==> config.mk <==
export PLATFORM = sky130hd
export DESIGN_NAME = rcsd_switch
export DESIGN_NICKNAME = d
export VERILOG_FILES = /design/src/hdl/rcsd_pkg.sv /design/src/hdl/rcsd_switch.sv
export SDC_FILE = /design/constraint.sdc
export NUM_CORES = 1
export LEC_CHECK = 0
export BUFFER_PORTS_ARGS = -buffer_cell sky130_fd_sc_hd__buf_2
export CAP_MARGIN = 20
export CORE_UTILIZATION = 40
export DETAILED_ROUTE_END_ITERATION = 8
export HOLD_SLACK_MARGIN = 0.05
export MAX_ROUTING_LAYER = met4
export PLACE_DENSITY = 0.75
export SETUP_SLACK_MARGIN = 0.02
export SLEW_MARGIN = 20
export SYNTH_ARGS = -nofsm -noshare
export SYNTH_HDL_FRONTEND = slang
export SYNTH_SLANG_ARGS = --single-unit
==> constraint.sdc <==
create_clock -name aclk -period 2.6 [get_ports aclk]
set_input_delay 0.26 -clock aclk [delete_from_list [all_inputs] [get_ports aclk]]
set_output_delay 0.26 -clock aclk [all_outputs]
set_load 0.01 [all_outputs]
==> src/hdl/rcsd_pkg.sv <==
// Shared types and constants of the RC stick dead-zone and switch decoder.
`timescale 1ns / 1ps

package rcsd_pkg;

    localparam int DZ_W      = 14;
    localparam int GAIN_W    = 18;
    localparam int THRESH_W  = 12;
    localparam int STICK_W   = 16;
    localparam int FRAC_BITS = 14;
    localparam int FLAG_COUNT = 7;

    localparam int CFG_IDX_W  = 3;
    localparam int CFG_DATA_W = 18;

    typedef enum logic [CFG_IDX_W-1:0] {
        REG_DEAD_ZONE        = 3'd0,
        REG_DEAD_ZONE_GAIN   = 3'd1,
        REG_MODE_THRESHOLD   = 3'd2,
        REG_GEAR_THRESHOLD   = 3'd3,
        REG_REBOOT_THRESHOLD = 3'd4
    } cfg_reg_t;

    localparam logic [DZ_W-1:0]     DEAD_ZONE_RST   = 14'd4096;
    localparam logic [GAIN_W-1:0]   GAIN_RST        = 18'd21845;
    localparam logic [THRESH_W-1:0] MODE_THR_RST    = 12'd1750;
    localparam logic [THRESH_W-1:0] GEAR_THR_RST    = 12'd1750;
    localparam logic [THRESH_W-1:0] REBOOT_THR_RST  = 12'd1500;
    localparam logic [THRESH_W-1:0] RANGE_MAX_RAW   = 12'd2100;

    // Normalization: ch = floor((raw * 4096 + 62) / 125) - 49152.
    // The division by 125 is a multiply by ceil(2^35 / 125) and a shift.
    localparam int RAW_SHIFT    = 12;
    localparam int RECIP_BIAS   = 62;
    localparam int RECIP_W      = 29;
    localparam int RECIP_SHIFT  = 35;
    localparam logic [RECIP_W-1:0] RECIP_MUL = 29'd274877907;
    localparam int CENTER_Q     = 49152;
    localparam int ROUND_HALF   = 8192;
    localparam int STICK_MAX    = 32767;
    localparam int STICK_NEG_MAG = 32768;

    typedef enum logic [1:0] {
        ST_IDLE,
        ST_DZ,
        ST_GAIN,
        ST_OUT
    } state_t;

    typedef struct packed {
        logic ld_recip;
        logic ld_dz;
        logic ld_gain;
    } lane_ctrl_t;

    typedef struct packed {
        logic range_ok;
        logic reboot_toggled;
        logic entered_command;
        logic command_mode;
        logic entered_hover;
        logic hover_mode;
    } sw_flags_t;

endpackage

==> src/hdl/rcsd_switch.sv <==
// Mode, gear and reboot switch decoding with edge detection and held state.
`timescale 1ns / 1ps

module rcsd_switch #(
    parameter int RAW_BITS = 12
) (
    input  logic                           aclk,
    input  logic                           aresetn,
    input  logic                           accept,
    input  logic [RAW_BITS-1:0]            mode_raw,
    input  logic [RAW_BITS-1:0]            gear_raw,
    input  logic [RAW_BITS-1:0]            reboot_raw,
    input  logic [rcsd_pkg::THRESH_W-1:0]  mode_threshold,
    input  logic [rcsd_pkg::THRESH_W-1:0]  gear_threshold,
    input  logic [rcsd_pkg::THRESH_W-1:0]  reboot_threshold,
    output rcsd_pkg::sw_flags_t            flags
);
    import rcsd_pkg::*;

    localparam int CW = (RAW_BITS > THRESH_W) ? RAW_BITS : THRESH_W;

    logic [RAW_BITS-1:0] prev_mode_reg;
    logic [RAW_BITS-1:0] prev_gear_reg;
    logic [RAW_BITS-1:0] prev_reboot_reg;
    logic                seeded_reg;
    logic                command_reg;
    logic                command_next;
    logic                entered_cmd_reg;
    logic                entered_cmd_next;
    sw_flags_t           flags_reg;
    sw_flags_t           flags_next;

    logic [CW-1:0] mode_c, gear_c, reboot_c;
    logic [CW-1:0] pmode_c, pgear_c, preboot_c;
    logic [CW-1:0] mth_c, gth_c, rth_c;
    logic          hover;

    assign mode_c    = CW'(mode_raw);
    assign gear_c    = CW'(gear_raw);
    assign reboot_c  = CW'(reboot_raw);
    assign pmode_c   = seeded_reg ? CW'(prev_mode_reg) : mode_c;
    assign pgear_c   = seeded_reg ? CW'(prev_gear_reg) : gear_c;
    assign preboot_c = seeded_reg ? CW'(prev_reboot_reg) : reboot_c;
    assign mth_c     = CW'(mode_threshold);
    assign gth_c     = CW'(gear_threshold);
    assign rth_c     = CW'(reboot_threshold);
    assign hover     = mode_c > mth_c;

    always_comb begin
        command_next     = command_reg;
        entered_cmd_next = entered_cmd_reg;
        if (hover) begin
            if (pgear_c < gth_c && gear_c > gth_c) begin
                entered_cmd_next = 1'b1;
            end else if (gear_c < gth_c) begin
                entered_cmd_next = 1'b0;
            end
            command_next = gear_c > gth_c;
        end
        flags_next.hover_mode      = hover;
        flags_next.entered_hover   = (pmode_c < mth_c) && hover;
        flags_next.command_mode    = command_next;
        flags_next.entered_command = entered_cmd_next;
        flags_next.reboot_toggled  = !hover && !command_next &&
                                     (preboot_c < rth_c) && (reboot_c > rth_c);
        flags_next.range_ok        = (mode_c <= CW'(RANGE_MAX_RAW)) &&
                                     (gear_c <= CW'(RANGE_MAX_RAW)) &&
                                     (reboot_c <= CW'(RANGE_MAX_RAW));
    end

    always_ff @(posedge aclk) begin
        if (!aresetn) begin
            seeded_reg      <= 1'b0;
            command_reg     <= 1'b1;
            entered_cmd_reg <= 1'b0;
        end else if (accept) begin
            seeded_reg      <= 1'b1;
            command_reg     <= command_next;
            entered_cmd_reg <= entered_cmd_next;
        end
    end

    always_ff @(posedge aclk) begin
        if (accept) begin
            prev_mode_reg   <= mode_raw;
            prev_gear_reg   <= gear_raw;
            prev_reboot_reg <= reboot_raw;
            flags_reg       <= flags_next;
        end
    end

    assign flags = flags_reg;

endmodule

==> Word level (Yosys, flattened, before mapping) <==
Index checks and enable logic that the tools add are counted.
{ "word_totals": {"reg_bits": 45, "latchBits": 0, "ram_bits": 0, "mem_bits_ro": 0, "inputBits": 75, "output_inout_bits": 6, "elab_cells": 38, "memories": 0} }
{ "op_classes": {"n_addsub": 0, "mul": 0, "div_mod_pow": 0, "magnitude_cmp": 10, "eq_ne": 0, "n_shift": 0, "mux": 7, "bitwise": 0, "reduce_logical": 9} }
{ "op_table": {"columns": ["operator", "count"], "rows": [
  ["12-bit < comparator", 4],
  ["12-bit > comparator", 3],
  ["12-bit less-or-equal comparator, second input constant", 3],
  ["12-bit two-way mux", 3],
  ["1-bit logical AND", 7],
  ["1-bit two-way mux", 4],
  ["1-bit zero test", 2]
]} }

==> Logic depth before layout (Yosys ltp) <==
{ "depth": {"depth_word": 6, "mapped_depth": 10} }

==> Worst setup path after synthesis <==
OpenSTA, ideal clock, no wires.
{ "synth_path": {"kind": "register -> register", "startpoint": "reg seeded_reg", "endpoint": "reg flags_reg, in the netlist flags[4], data pin", "arrival_ps": 2348, "required_time_ps": 2424, "path_slack_ps": 76, "path_stages_with_launch": 10, "n_path_buf": 2, "path_cell_list": "dfxtp_1 buf_2 buf_1 mux2_2 ha_1 a21oi_1 nor2b_1 a2111oi_0 a211oi_1 nor4_1"} }
{ "synth_lines": {"columns": ["item", "line_no", "source"], "rows": [
  ["start: declaration", "rcsd_switch.sv:25", "logic seeded_reg;"],
  ["start signal: assignment", "rcsd_switch.sv:73", "seeded_reg <= 1'b0;"],
  ["start signal: assignment", "rcsd_switch.sv:77", "seeded_reg <= 1'b1;"],
  ["end signal: assignment", "rcsd_switch.sv:88", "flags_reg <= flags_next;"],
  ["end: declaration", "rcsd_switch.sv:30", "sw_flags_t flags_reg;"]
]} }

==> results.py <==
metrics = {
    "outcome": {
        "outcome": "complete, but fails checks",
        "failed_checks": "DRC",
    },
    "detailed_routing": {
        "ant_nets": 0,
        "drc": 1,
        "drt_iter0_drc": 81,
        "vias": 2737,
        "viasPerCell": 5.315,
        "routed_wl_mm": 7.593,
        "first_pass_iters": 6,
        "wl_per_cell_um": 14.74,
    },
    "power": {
        "leakagePower_nw": 1.986,
        "power_density_nw_per_um2": 449.5,
        "peakVddDrop_mv": 0.3010,
        "fin_total_pwr_mw": 1.909,
    },
    "timing": {
        "drv_slew": 0,
        "finalHoldViolCount": 0,
        "grt_setup_unrepaired": "false",
        "worst_pin_slew_ns": 0.5405,
        "fmax_mhz": 417.8,
        "setup_viol_count_final": 0,
        "relSlewSlack_pct": 63.97,
        "fin_tns_setup_ns": 0,
        "clock_skew_ns": 0.006220,
        "fin_crit_ns": 2.393,
        "finalCritPeriodShare_pct": 92.05,
    },
    "critical_path": {
        "cp.arrival_ns": 2.49,
        "end_kind": "register",
        "required_ns": 2.70,
        "startpoint_type": "register",
        "critPathKind": "register to register",
        "critPathMaxFanout": 21,
    },
    "synthesis": {
        "synth_cells": 318,
        "synth-async-reset-ratio_pct": 0,
        "synth_top_cell_area_share_pct": 35.36,
        "synth_edf_count": 42,
        "synth_area_per_cell_um2": 11.22,
        "yosysMostFrequentCell": "ha_1",
        "synth_flop_cell": "edfxtp_1",
        "yosysUniqueCellTypes": 37,
        "syn-num-nets": 462,
        "synth-seq-cells": 45,
        "ys_seq_area_share_pct": 37.04,
        "synth_area_leaders": "edfxtp_1 35%, ha_1 24%, mux2_2 11%",
        "synth_largest_area_cell": "edfxtp_1",
        "yosys_warnings": 0,
        "synth_area_um2": 3567,
        "synthTopCellsByCount": "69 x ha_1, 42 x edfxtp_1, 39 x inv_1, 34 x mux2_2, 22 x a21oi_1",
    },
    "place": {
        "io_buffers": 80,
        "dp_hpwl_mm": 6.194,
        "post_dp_cell_area_um2": 4136,
        "gp_congestion": 0.8530,
    },
    "hold_path": {
        "min_path_type": "primary input to register",
    },
    "clock_network": {
        "numCtsBuffers": 5,
        "cts.clk_slew.worst_paths_ns": 0.08,
        "htreeDepth": 2,
        "ctsHoldBuffers": 0,
        "clkLatencyLatePin_ns": 0.30,
        "root_buffer": "clkbuf_8",
        "cts_tree": "built",
        "post-cts-setup-buffers": 0,
        "clock_path_buffers": 2,
        "cts_resized": 0,
        "clkSinkCount": 45,
    },
    "finish": {
        "fillCellCount": 828,
        "nets": 550,
        "syn2layout_area_growth_pct": 19.08,
        "multi_input_area_um2": 2085,
        "seqCellArea_um2": 1321,
        "drive_gt1_share_pct": 33.17,
        "final_cell_area_um2": 4248,
        "fin_util_pct": 48.95,
        "diodes": 0,
    },
    "die": {
        "row_count": 34,
        "dieArea_um2": 9300,
        "ios": 81,
        "die_x_um": 96.44,
        "start_util_pct": 41.10,
        "core_area_um2": 8678,
        "die_h_um": 96.44,
    },
    "global_routing": {
        "grt_pass1_wl_mm": 11.91,
        "gr-total-overflow": 0,
        "grt_max_degree": 24,
        "track_usage_pct": 17.23,
        "antenna_found_initial": 0,
        "grt_pass1_vias": 2715,
    },
    "flow_run": {
        "maxCapViolCount": 0,
    },
}
[critical path, cell delays in order (launching register included)]
cell	delay (ns)
dfxtp_1	0.38
buf_12	0.18
mux2_2	0.35
ha_1	0.31
a21o_1	0.17
a2111oi_0	0.39
nand2_1	0.09
nor4_1	0.31
[report_power, final]
group / internal [mW] / total [mW] / switching, mW
logic: 0.250 / 0.511 / 0.261
clock network: 0.283 / 0.525 / 0.242
registers: 0.856 / 0.873 / 0.0173
total: 1.39 / 1.91 / 0.520
[path summary, 6_finish.rpt]
path                 start                 end  slack (ns)  cells past startpoint
min reg2reg    command_reg            flags[2]        0.62                      1
min          reboot_raw[0]  prev_reboot_reg[0]        0.17                      1
max             seeded_reg            flags[4]        0.21                      7
max reg2reg     seeded_reg            flags[4]        0.21                      7
[cell families after synthesis]
family                   count (synthesis)  share of synthesized area [%]
multiplexers                            35                          11.01
AO/OA/AOI/OAI                           71                          14.28
buffers and inverters                   43                          4.560
flip-flops                              45                          37.04
adder cells (fa/ha/maj)                 69                          24.20
AND/OR/NAND/NOR                         55                          8.909
[metrics by stage]
| step | setup WS, ns | hold WS, ns | instances |
|---|---|---|---|
| final | 0.2066 | 0.1686 | 515 |
| after global routing | 0.06232 | 0.1489 | 515 |
| after CTS | 0.1684 | 0.1558 | 515 |
| after detailed placement | 0.1883 | 0.4717 | 507 |
| after global placement | 0.3038 | 0.4694 | 507 |
| after floorplan | 0.07614 | 0.3589 | 318 |
[final cells by class]
cell class                      instances  share of cell area [%]
Clock buffer                            5                   1.620
Clock inverter                          3                  0.9720
Inverter                               39                   3.446
Multi-Input combinational cell        230                   49.07
Sequential cell                        45                   31.10
Tap cell                              108                   3.181
Timing Repair Buffer                   85                   10.60
[cell usage in the layout, fill, tap and decap left out, types with 5 or more instances in the layout]
master,synthesis,layout
nor2_1,9,9
nand3_1,5,5
o21ai_0,7,7
nand4_1,12,12
mux2_2,34,34
a21o_1,11,11
a211oi_1,5,5
ha_1,69,69
nor3_1,6,6
inv_1,39,39
clkbuf_8,0,5
a21oi_1,22,22
o211ai_1,8,8
nand2_1,9,9
buf_2,1,80
nor2b_1,6,6
edfxtp_1,42,42
[per-layer routing]
layer | vias to the layer above | GRT usage (%) | wire length, um | part of all wire, %
met5 | - | - | 0 | 0
met1 | 1252 | 21.67 | 3625 | 48
met3 | 13 | 2.582 | 326 | 4.3
met4 | 0 | 5.760 | 144 | 1.9
met2 | 73 | 28.43 | 3497 | 46
li1 | 1399 | - | - | -
(Power assumes the default switching activity.)
