## config.mk

```make
export PLATFORM = sky130hd
export DESIGN_NAME = rcsd_lane
export DESIGN_NICKNAME = d
export VERILOG_FILES = /design/src/hdl/rcsd_pkg.sv /design/src/hdl/rcsd_lane.sv
export SDC_FILE = /design/constraint.sdc
export NUM_CORES = 1
export LEC_CHECK = 0
export BUFFER_PORTS_ARGS = -buffer_cell sky130_fd_sc_hd__clkbuf_2
export CAP_MARGIN = 20
export CORE_ASPECT_RATIO = 0.8
export CORE_MARGIN = 1.5
export CORE_UTILIZATION = 30
export DETAILED_ROUTE_END_ITERATION = 12
export HOLD_SLACK_MARGIN = 0.06
export SLEW_MARGIN = 15
export SYNTH_ARGS = -nofsm -noshare
export SYNTH_HDL_FRONTEND = slang
export SYNTH_SLANG_ARGS = --single-unit
```

## constraint.sdc

```tcl
create_clock -name aclk -period 16.38 [get_ports aclk]
set_input_delay 2.457 -clock aclk [delete_from_list [all_inputs] [get_ports aclk]]
set_output_delay 2.457 -clock aclk [all_outputs]
set_load 0.01 [all_outputs]
```

## src/hdl/rcsd_pkg.sv

```systemverilog
// Shared types and constants of the RC stick dead-zone and switch decoder.
`timescale 1ns / 1ps

package rcsd_pkg;

    localparam int DZ_W      = 14;
    localparam int GAIN_W    = 18;
    localparam int THRESH_W  = 12;
    localparam int STICK_W   = 16;
    localparam int FRAC_BITS = 14;
    localparam int FLAG_COUNT = 7;

    localparam int CFG_IDX_W  = 3;
    localparam int CFG_DATA_W = 18;

    typedef enum logic [CFG_IDX_W-1:0] {
        REG_DEAD_ZONE        = 3'd0,
        REG_DEAD_ZONE_GAIN   = 3'd1,
        REG_MODE_THRESHOLD   = 3'd2,
        REG_GEAR_THRESHOLD   = 3'd3,
        REG_REBOOT_THRESHOLD = 3'd4
    } cfg_reg_t;

    localparam logic [DZ_W-1:0]     DEAD_ZONE_RST   = 14'd4096;
    localparam logic [GAIN_W-1:0]   GAIN_RST        = 18'd21845;
    localparam logic [THRESH_W-1:0] MODE_THR_RST    = 12'd1750;
    localparam logic [THRESH_W-1:0] GEAR_THR_RST    = 12'd1750;
    localparam logic [THRESH_W-1:0] REBOOT_THR_RST  = 12'd1500;
    localparam logic [THRESH_W-1:0] RANGE_MAX_RAW   = 12'd2100;

    // Normalization: ch = floor((raw * 4096 + 62) / 125) - 49152.
    // The division by 125 is a multiply by ceil(2^35 / 125) and a shift.
    localparam int RAW_SHIFT    = 12;
    localparam int RECIP_BIAS   = 62;
    localparam int RECIP_W      = 29;
    localparam int RECIP_SHIFT  = 35;
    localparam logic [RECIP_W-1:0] RECIP_MUL = 29'd274877907;
    localparam int CENTER_Q     = 49152;
    localparam int ROUND_HALF   = 8192;
    localparam int STICK_MAX    = 32767;
    localparam int STICK_NEG_MAG = 32768;

    typedef enum logic [1:0] {
        ST_IDLE,
        ST_DZ,
        ST_GAIN,
        ST_OUT
    } state_t;

    typedef struct packed {
        logic ld_recip;
        logic ld_dz;
        logic ld_gain;
    } lane_ctrl_t;

    typedef struct packed {
        logic range_ok;
        logic reboot_toggled;
        logic entered_command;
        logic command_mode;
        logic entered_hover;
        logic hover_mode;
    } sw_flags_t;

endpackage

```

## src/hdl/rcsd_lane.sv

```systemverilog
// One stick lane: normalization, dead zone, gain rescale and saturation.
`timescale 1ns / 1ps

module rcsd_lane #(
    parameter int RAW_BITS = 12
) (
    input  logic                           aclk,
    input  rcsd_pkg::lane_ctrl_t           ctrl,
    input  logic [RAW_BITS-1:0]            raw,
    input  logic [rcsd_pkg::DZ_W-1:0]      dz_half,
    input  logic [rcsd_pkg::GAIN_W-1:0]    gain,
    output logic [rcsd_pkg::STICK_W-1:0]   stick_out
);
    import rcsd_pkg::*;

    localparam int YW = RAW_BITS + RAW_SHIFT;
    localparam int PW = YW + RECIP_W;
    localparam int QW = PW - RECIP_SHIFT;
    localparam int CW = QW + 1;
    localparam int MW = RAW_BITS + 6;
    localparam int GW = MW + GAIN_W;
    localparam int RW = GW + 1;
    localparam int TW = RW - FRAC_BITS;

    logic [YW-1:0]        y;
    logic [PW-1:0]        recip_prod_reg;
    logic [QW-1:0]        q;
    logic signed [CW-1:0] ch;
    logic signed [CW-1:0] dz_s;
    logic [MW-1:0]        mag_next;
    logic [MW-1:0]        mag_reg;
    logic                 neg_next;
    logic                 neg_reg;
    logic [GW-1:0]        gain_prod_reg;
    logic [RW-1:0]        rnd;
    logic [TW-1:0]        mag_out;

    assign y = {raw, {RAW_SHIFT{1'b0}}} + YW'(RECIP_BIAS);
    assign q = recip_prod_reg[RECIP_SHIFT +: QW];
    assign ch = signed'({1'b0, q}) - CW'(CENTER_Q);
    assign dz_s = signed'(CW'(dz_half));

    always_comb begin
        mag_next = '0;
        neg_next = 1'b0;
        if (ch > dz_s) begin
            mag_next = MW'(ch - dz_s);
        end else if (ch < -dz_s) begin
            mag_next = MW'(-ch - dz_s);
            neg_next = 1'b1;
        end
    end

    always_ff @(posedge aclk) begin
        if (ctrl.ld_recip) begin
            recip_prod_reg <= PW'(y) * PW'(RECIP_MUL);
        end
        if (ctrl.ld_dz) begin
            mag_reg <= mag_next;
            neg_reg <= neg_next;
        end
        if (ctrl.ld_gain) begin
            gain_prod_reg <= GW'(mag_reg) * GW'(gain);
        end
    end

    assign rnd = RW'(gain_prod_reg) + RW'(ROUND_HALF);
    assign mag_out = rnd[RW-1:FRAC_BITS];

    always_comb begin
        if (neg_reg) begin
            if (mag_out > TW'(STICK_NEG_MAG)) begin
                stick_out = STICK_W'(STICK_NEG_MAG);
            end else begin
                stick_out = STICK_W'(0) - mag_out[STICK_W-1:0];
            end
        end else begin
            if (mag_out > TW'(STICK_MAX)) begin
                stick_out = STICK_W'(STICK_MAX);
            end else begin
                stick_out = mag_out[STICK_W-1:0];
            end
        end
    end

endmodule

```

* Word-level counts from Yosys, hierarchy flattened
Index checks and enable logic that the tools add are counted.
** Operators by class
- $add $sub $neg :: 8
- Multipliers :: 2
- Magnitude comparators :: 4
- Muxes and demuxes :: 6
** Operators by type and width (count)
- 24-bit by 29-bit multiplier with 53-bit output, second input constant :: 1
- 16-bit two-way mux :: 3
- 36-bit by 14-bit adder with 37-bit output, second input constant :: 1
- 18-bit by 18-bit multiplier with 36-bit output :: 1
- 18-bit two-way mux :: 2
- 18-bit by 15-bit subtractor with 18-bit output :: 2
- 24-bit by 6-bit adder with 24-bit output, second input constant :: 1
- 23-bit by 15-bit greater-than comparator with 1-bit output, second input constant :: 1
- 23-bit by 16-bit greater-than comparator with 1-bit output, second input constant :: 1
- 19-bit by 15-bit greater-than comparator with 1-bit output :: 1
- 19-bit < comparator :: 1
- 14-bit negation with 19-bit output :: 1
- 18-bit by 16-bit subtractor with 19-bit output, second input constant :: 1
- 18-bit negation :: 1
- 1-bit by 16-bit subtractor with 16-bit output, first input constant :: 1
- 1-bit two-way mux :: 1
** Storage, ports and cells
- Flip-flop bits (word level) :: 108
- Output and inout port bits :: 16

* Logic depth before layout (Yosys ltp)
- Word-level depth :: 5
- Depth in mapped cells :: 24

* Worst setup path after synthesis
OpenSTA, ideal clock, no wires.
- Path kind :: input to register
- Start :: input port gain[11] (netlist bit)
- End :: register gain_prod_reg[35], data pin
- Arrival :: 8.350 ns
- Data required time :: 16.114 ns
- Path slack :: 7.765 ns
- Cell stages on the path :: 22
- Path buffers :: 2
- Cells stage by stage :: clkbuf_1 -> clkbuf_1 -> nand2_1 -> fa_1 -> inv_1 -> fa_1 -> fa_1 -> fa_1 -> fa_1 -> inv_1 -> fa_1 -> inv_1 -> ha_1 -> a21o_1 -> a211o_1 -> nand4_1 -> a31oi_2 -> nor4_4 -> o32ai_1 -> o41a_1 -> nor4_1 -> nor3_1
** On the way
- Word-level cells in the longest chain between the ends :: 1
** RTL lines
- start, declared :: line rcsd_lane.sv:11 : input logic [rcsd_pkg::GAIN_W-1:0] gain,
- 18-bit by 18-bit multiplier with 36-bit output :: line rcsd_lane.sv:63 : gain_prod_reg <= GW'(mag_reg) * GW'(gain);
- end signal, assigned :: line rcsd_lane.sv:63
- end, declared :: line rcsd_lane.sv:34 : logic [GW-1:0] gain_prod_reg;
Every way passes these cells.
A chain may end at the register's enable or synchronous reset.

* Worst setup path in the final report
- Start :: input port gain[7] (netlist bit)
- End :: register gain_prod_reg[35], data pin
Same word-level chain as after synthesis.

==> Flow_metrics.wiki <==
{| class="wikitable"
! Metric !! Value
|-
| Result of the run || completed
|-
| Number of gates given a new drive strength after cts || 0
|-
| Number of warnings issued by yosys || 0
|-
| Hold WC Path Type || register to register
|-
| Multiplexer area fraction after synthesis || 0.00100
|-
| Async S/R FF share, synth || 0
|-
| Total wire length after detailed routing || 50.5 mm
|-
| Avg WL per Cell || 15.4 um
|-
| HPWL after detailed placement || 42.3 mm
|-
| All-Layer GR Usage || 0.146
|-
| Worst hold path cell count || 3
|-
| Synth top cells by count || 550 x sky130_fd_sc_hd__inv_1, 364 x sky130_fd_sc_hd__ha_1, 348 x sky130_fd_sc_hd__fa_1, 235 x sky130_fd_sc_hd__nand2_1, 129 x sky130_fd_sc_hd__and2_1
|-
| Leading cell types by total area after synthesis || sky130_fd_sc_hd__fa_1 33%, sky130_fd_sc_hd__ha_1 21%, sky130_fd_sc_hd__inv_1 9.7%
|-
| Cells along the critical path || clkbuf_2 -> and2_1 -> fa_1 -> inv_1 -> fa_1 -> fa_1 -> fa_1 -> inv_1 -> fa_1 -> inv_1 -> fa_1 -> inv_1 -> ha_1 -> a21oi_1 -> o22ai_1 -> a311oi_4 -> a31oi_2 -> nor4_4 -> o32ai_1 -> o41a_1 -> nor4_1 -> nor3_1
|-
| Endpoint with the worst hold slack || mag_reg[0]$_DFFE_PP_
|-
| Synth Flop Type || sky130_fd_sc_hd__edfxtp_1
|-
| Count of max-cap constraint violations || 0
|-
| CP Capture Type || register
|-
| Layout net count || 3,102
|-
| Initial standard-cell utilization of the core || 0.302
|-
| Setup skew after layout || 0.0103 ns
|-
| Gate count of the mapped netlist || 2,315
|-
| Number of design rule violations left after detail routing || 0
|-
| Floorplan die width || 301 um
|-
| Synthesized-area fraction occupied by xor and xnor cells || 0.0437
|-
| Number of hold violations in the final report || 0
|-
| Max-slew violations || 0
|-
| Min cycle time layout || 8.75 ns
|-
| Worst slew margin || 0.373
|-
| Total die area || 72,400 um^2
|-
| R2R cell count || 21
|-
| Layout-stage area growth over the synthesis result || 7.68%
|-
| Number of nets produced by synthesis || 3,075
|-
| Ports placed on the boundary || 64
|-
| Fraction of the core area covered by cells at the end of the flow || 0.325
|-
| Area share of and/or/nand/nor cells after synthesis || 0.135
|-
| Die height || 241 um
|-
| Worst-path clk slew || 0.05 ns
|-
| Largest family of logic cells by synthesized area || adder cells
|-
| Design area || 22,900 um^2
|-
| ANT cells || 0
|-
| EDFF count, synth || 60
|-
| Initial DRC count || 838
|-
| Adder and majority cell fraction of the synthesized area || 0.542
|-
| Vias post-DR || 15,200
|-
| CTS Root Cell || sky130_fd_sc_hd__clkbuf_16
|-
| Placement-stage cell area || 22,600 um^2
|-
| Number of global-route vias before repair || 15,800
|-
| DR pass1 iterations || 5
|-
| Worst skew pair latency || 0.35 ns
|-
| Final weighted congestion in routability-driven placement || 0.862
|-
| CTS tree || built
|-
| R2r startpoint || mag_reg[6]$_DFFE_PP_
|-
| Accumulated negative setup slack || 0 ns
|-
| Number of buffers inserted for hold repair after clock tree synthesis || 0
|-
| Synth cell types || 78
|-
| Maximum fanout along the worst path || 18
|-
| Area share of the leading cell type in the synthesized netlist || 0.328
|-
| Initial antenna violation count || 1
|-
| Achievable Freq || 114 MHz
|-
| Largest area contributor in the synthesized netlist || sky130_fd_sc_hd__fa_1
|-
| Port buffer count || 63
|-
| CTS H-tree lvls || 3
|-
| Worst Path Required || 16.46 ns
|-
| Largest register FFs || 23
|-
| Maximum single-stage delay on the critical path || 0.56 ns
|-
| Mapped Avg Cell Area || 9.18 um^2
|-
| Antenna viol nets, final || 0
|-
| Portion of the post-synthesis area used by sequential elements || 0.0848
|-
| Critical path class || input port to register
|-
| Area of the multi-input gates || 17,100 um^2
|-
| Part of the cycle the worst path needs || 0.534
|-
| Cell Area, Synth || 21,200 um^2
|-
| GRT Residual Overflow || 0
|-
| Pin count of the biggest net entering global routing || 24
|-
| Number of placement rows || 87
|-
| Drt via density || 4.62
|-
| Clock Sinks || 60
|-
| Actual slew at the worst max-slew pin || 0.941 ns
|-
| Endpoint of the worst-slack reg-to-reg timing path || gain_prod_reg[35]$_DFFE_PP_
|-
| Fraction of layout cells with a size suffix above 1 || 0.0503
|-
| Buffers inserted by post-CTS timing repair || 0
|-
| Most frequent cell on the critical path || sky130_fd_sc_hd__fa_1
|-
| Critical-path cell with the highest stage delay || sky130_fd_sc_hd__fa_1
|-
| Unrepaired setup endpoints after global routing || false
|-
| Most repeated cell in the gate-level netlist after synthesis || sky130_fd_sc_hd__inv_1
|-
| Core Box Area || 70,300 um^2
|-
| Sequential standard cell area || 1800 um^2
|-
| Synth Area in Compound Gates || 0.0837
|-
| Data arrival time of the critical path || 8.83 ns
|-
| Worst reg-to-reg setup slack || 9.19 ns
|-
| Fill cell count || 7,402
|-
| Sort of element at the start of the critical path || input port
|-
| Bufs on Longest Clock Path || 2
|-
| Number of CTS-inserted buffers || 9
|-
| Global-route wire length before repair || 84.3 mm
|-
| Flops & latches, synth || 60
|-
| Worst Hold Launch || recip_prod_reg[35]$_DFFE_PP_
|-
| Setup-violating endpoint count in the final report || 0
|}
layout make-up:
class | count | share of cell area
Clock inverter | 5 | 0.00334
Tap cell | 934 | 0.0511
Clock buffer | 11 | 0.0102
Inverter | 552 | 0.0906
Timing Repair Buffer | 76 | 0.0180
Multi-Input combinational cell | 1643 | 0.748
Sequential cell | 60 | 0.0787
cell families after synthesis:
group                    after synthesis
multiplexers                           2
XOR/XNOR                             106
flip-flops                            60
AO/OA/AOI/OAI                        252
adder cells (fa/ha/maj)              712
buffers and inverters                612
AND/OR/NAND/NOR                      571
through the flow:
stage                     hold WS, ns  setup slack, ns  std cells
after global placement          0.843             7.29       3265
after CTS                       0.886             7.58       3281
final                           0.867             7.63       3281
after detailed placement        0.860             7.22       3265
after global routing            0.924             7.22       3281
after floorplan                 0.743             7.76       2315
metal layers:
metal	routed length [um]	vias up	track usage
met5	12	-	0
met4	663	2	0.0242
met3	2870	38	0.0226
met2	22300	351	0.234
met1	24700	7390	0.209
li1	-	7386	-
critical path, delay by kind of cell:
family	cells	cell delay [ns]
compound gates	6	1.54
buf+inv	5	0.48
fa+ha+maj	7	3.40
simple gates	4	0.95
placed cells by master (no fill, tap or decap), types with 13 or more instances in the layout:
cell,netlist,layout
sky130_fd_sc_hd__fa_1,348,348
sky130_fd_sc_hd__nor2b_1,14,14
sky130_fd_sc_hd__a21oi_1,70,70
sky130_fd_sc_hd__edfxtp_1,60,60
sky130_fd_sc_hd__clkbuf_2,0,63
sky130_fd_sc_hd__ha_1,364,364
sky130_fd_sc_hd__and2_1,129,129
sky130_fd_sc_hd__nor2_1,61,61
sky130_fd_sc_hd__nor3_1,27,27
sky130_fd_sc_hd__xor2_1,32,32
sky130_fd_sc_hd__o21ai_0,37,37
sky130_fd_sc_hd__o21bai_1,13,13
sky130_fd_sc_hd__nand3_1,27,27
sky130_fd_sc_hd__a21o_1,25,25
sky130_fd_sc_hd__o22ai_1,14,14
sky130_fd_sc_hd__xnor2_1,74,74
sky130_fd_sc_hd__nand2_1,235,235
sky130_fd_sc_hd__buf_4,1,13
sky130_fd_sc_hd__inv_1,550,550
worst max path at each step:
stage,from,end,slack [ns],depth (start not counted)
after floorplan,gain[11],gain_prod_reg[35]$_DFFE_PP_,7.76,22
after global routing,raw[9],recip_prod_reg[47]$_DFFE_PP_,7.22,22
after global placement,raw[9],recip_prod_reg[47]$_DFFE_PP_,7.29,22
after CTS,raw[9],recip_prod_reg[47]$_DFFE_PP_,7.58,22
final,gain[7],gain_prod_reg[35]$_DFFE_PP_,7.63,22
after detailed placement,raw[9],recip_prod_reg[47]$_DFFE_PP_,7.22,22
Power is not shown: default switching activity piles up to over one toggle a cycle in this logic, so the estimate is an artifact.
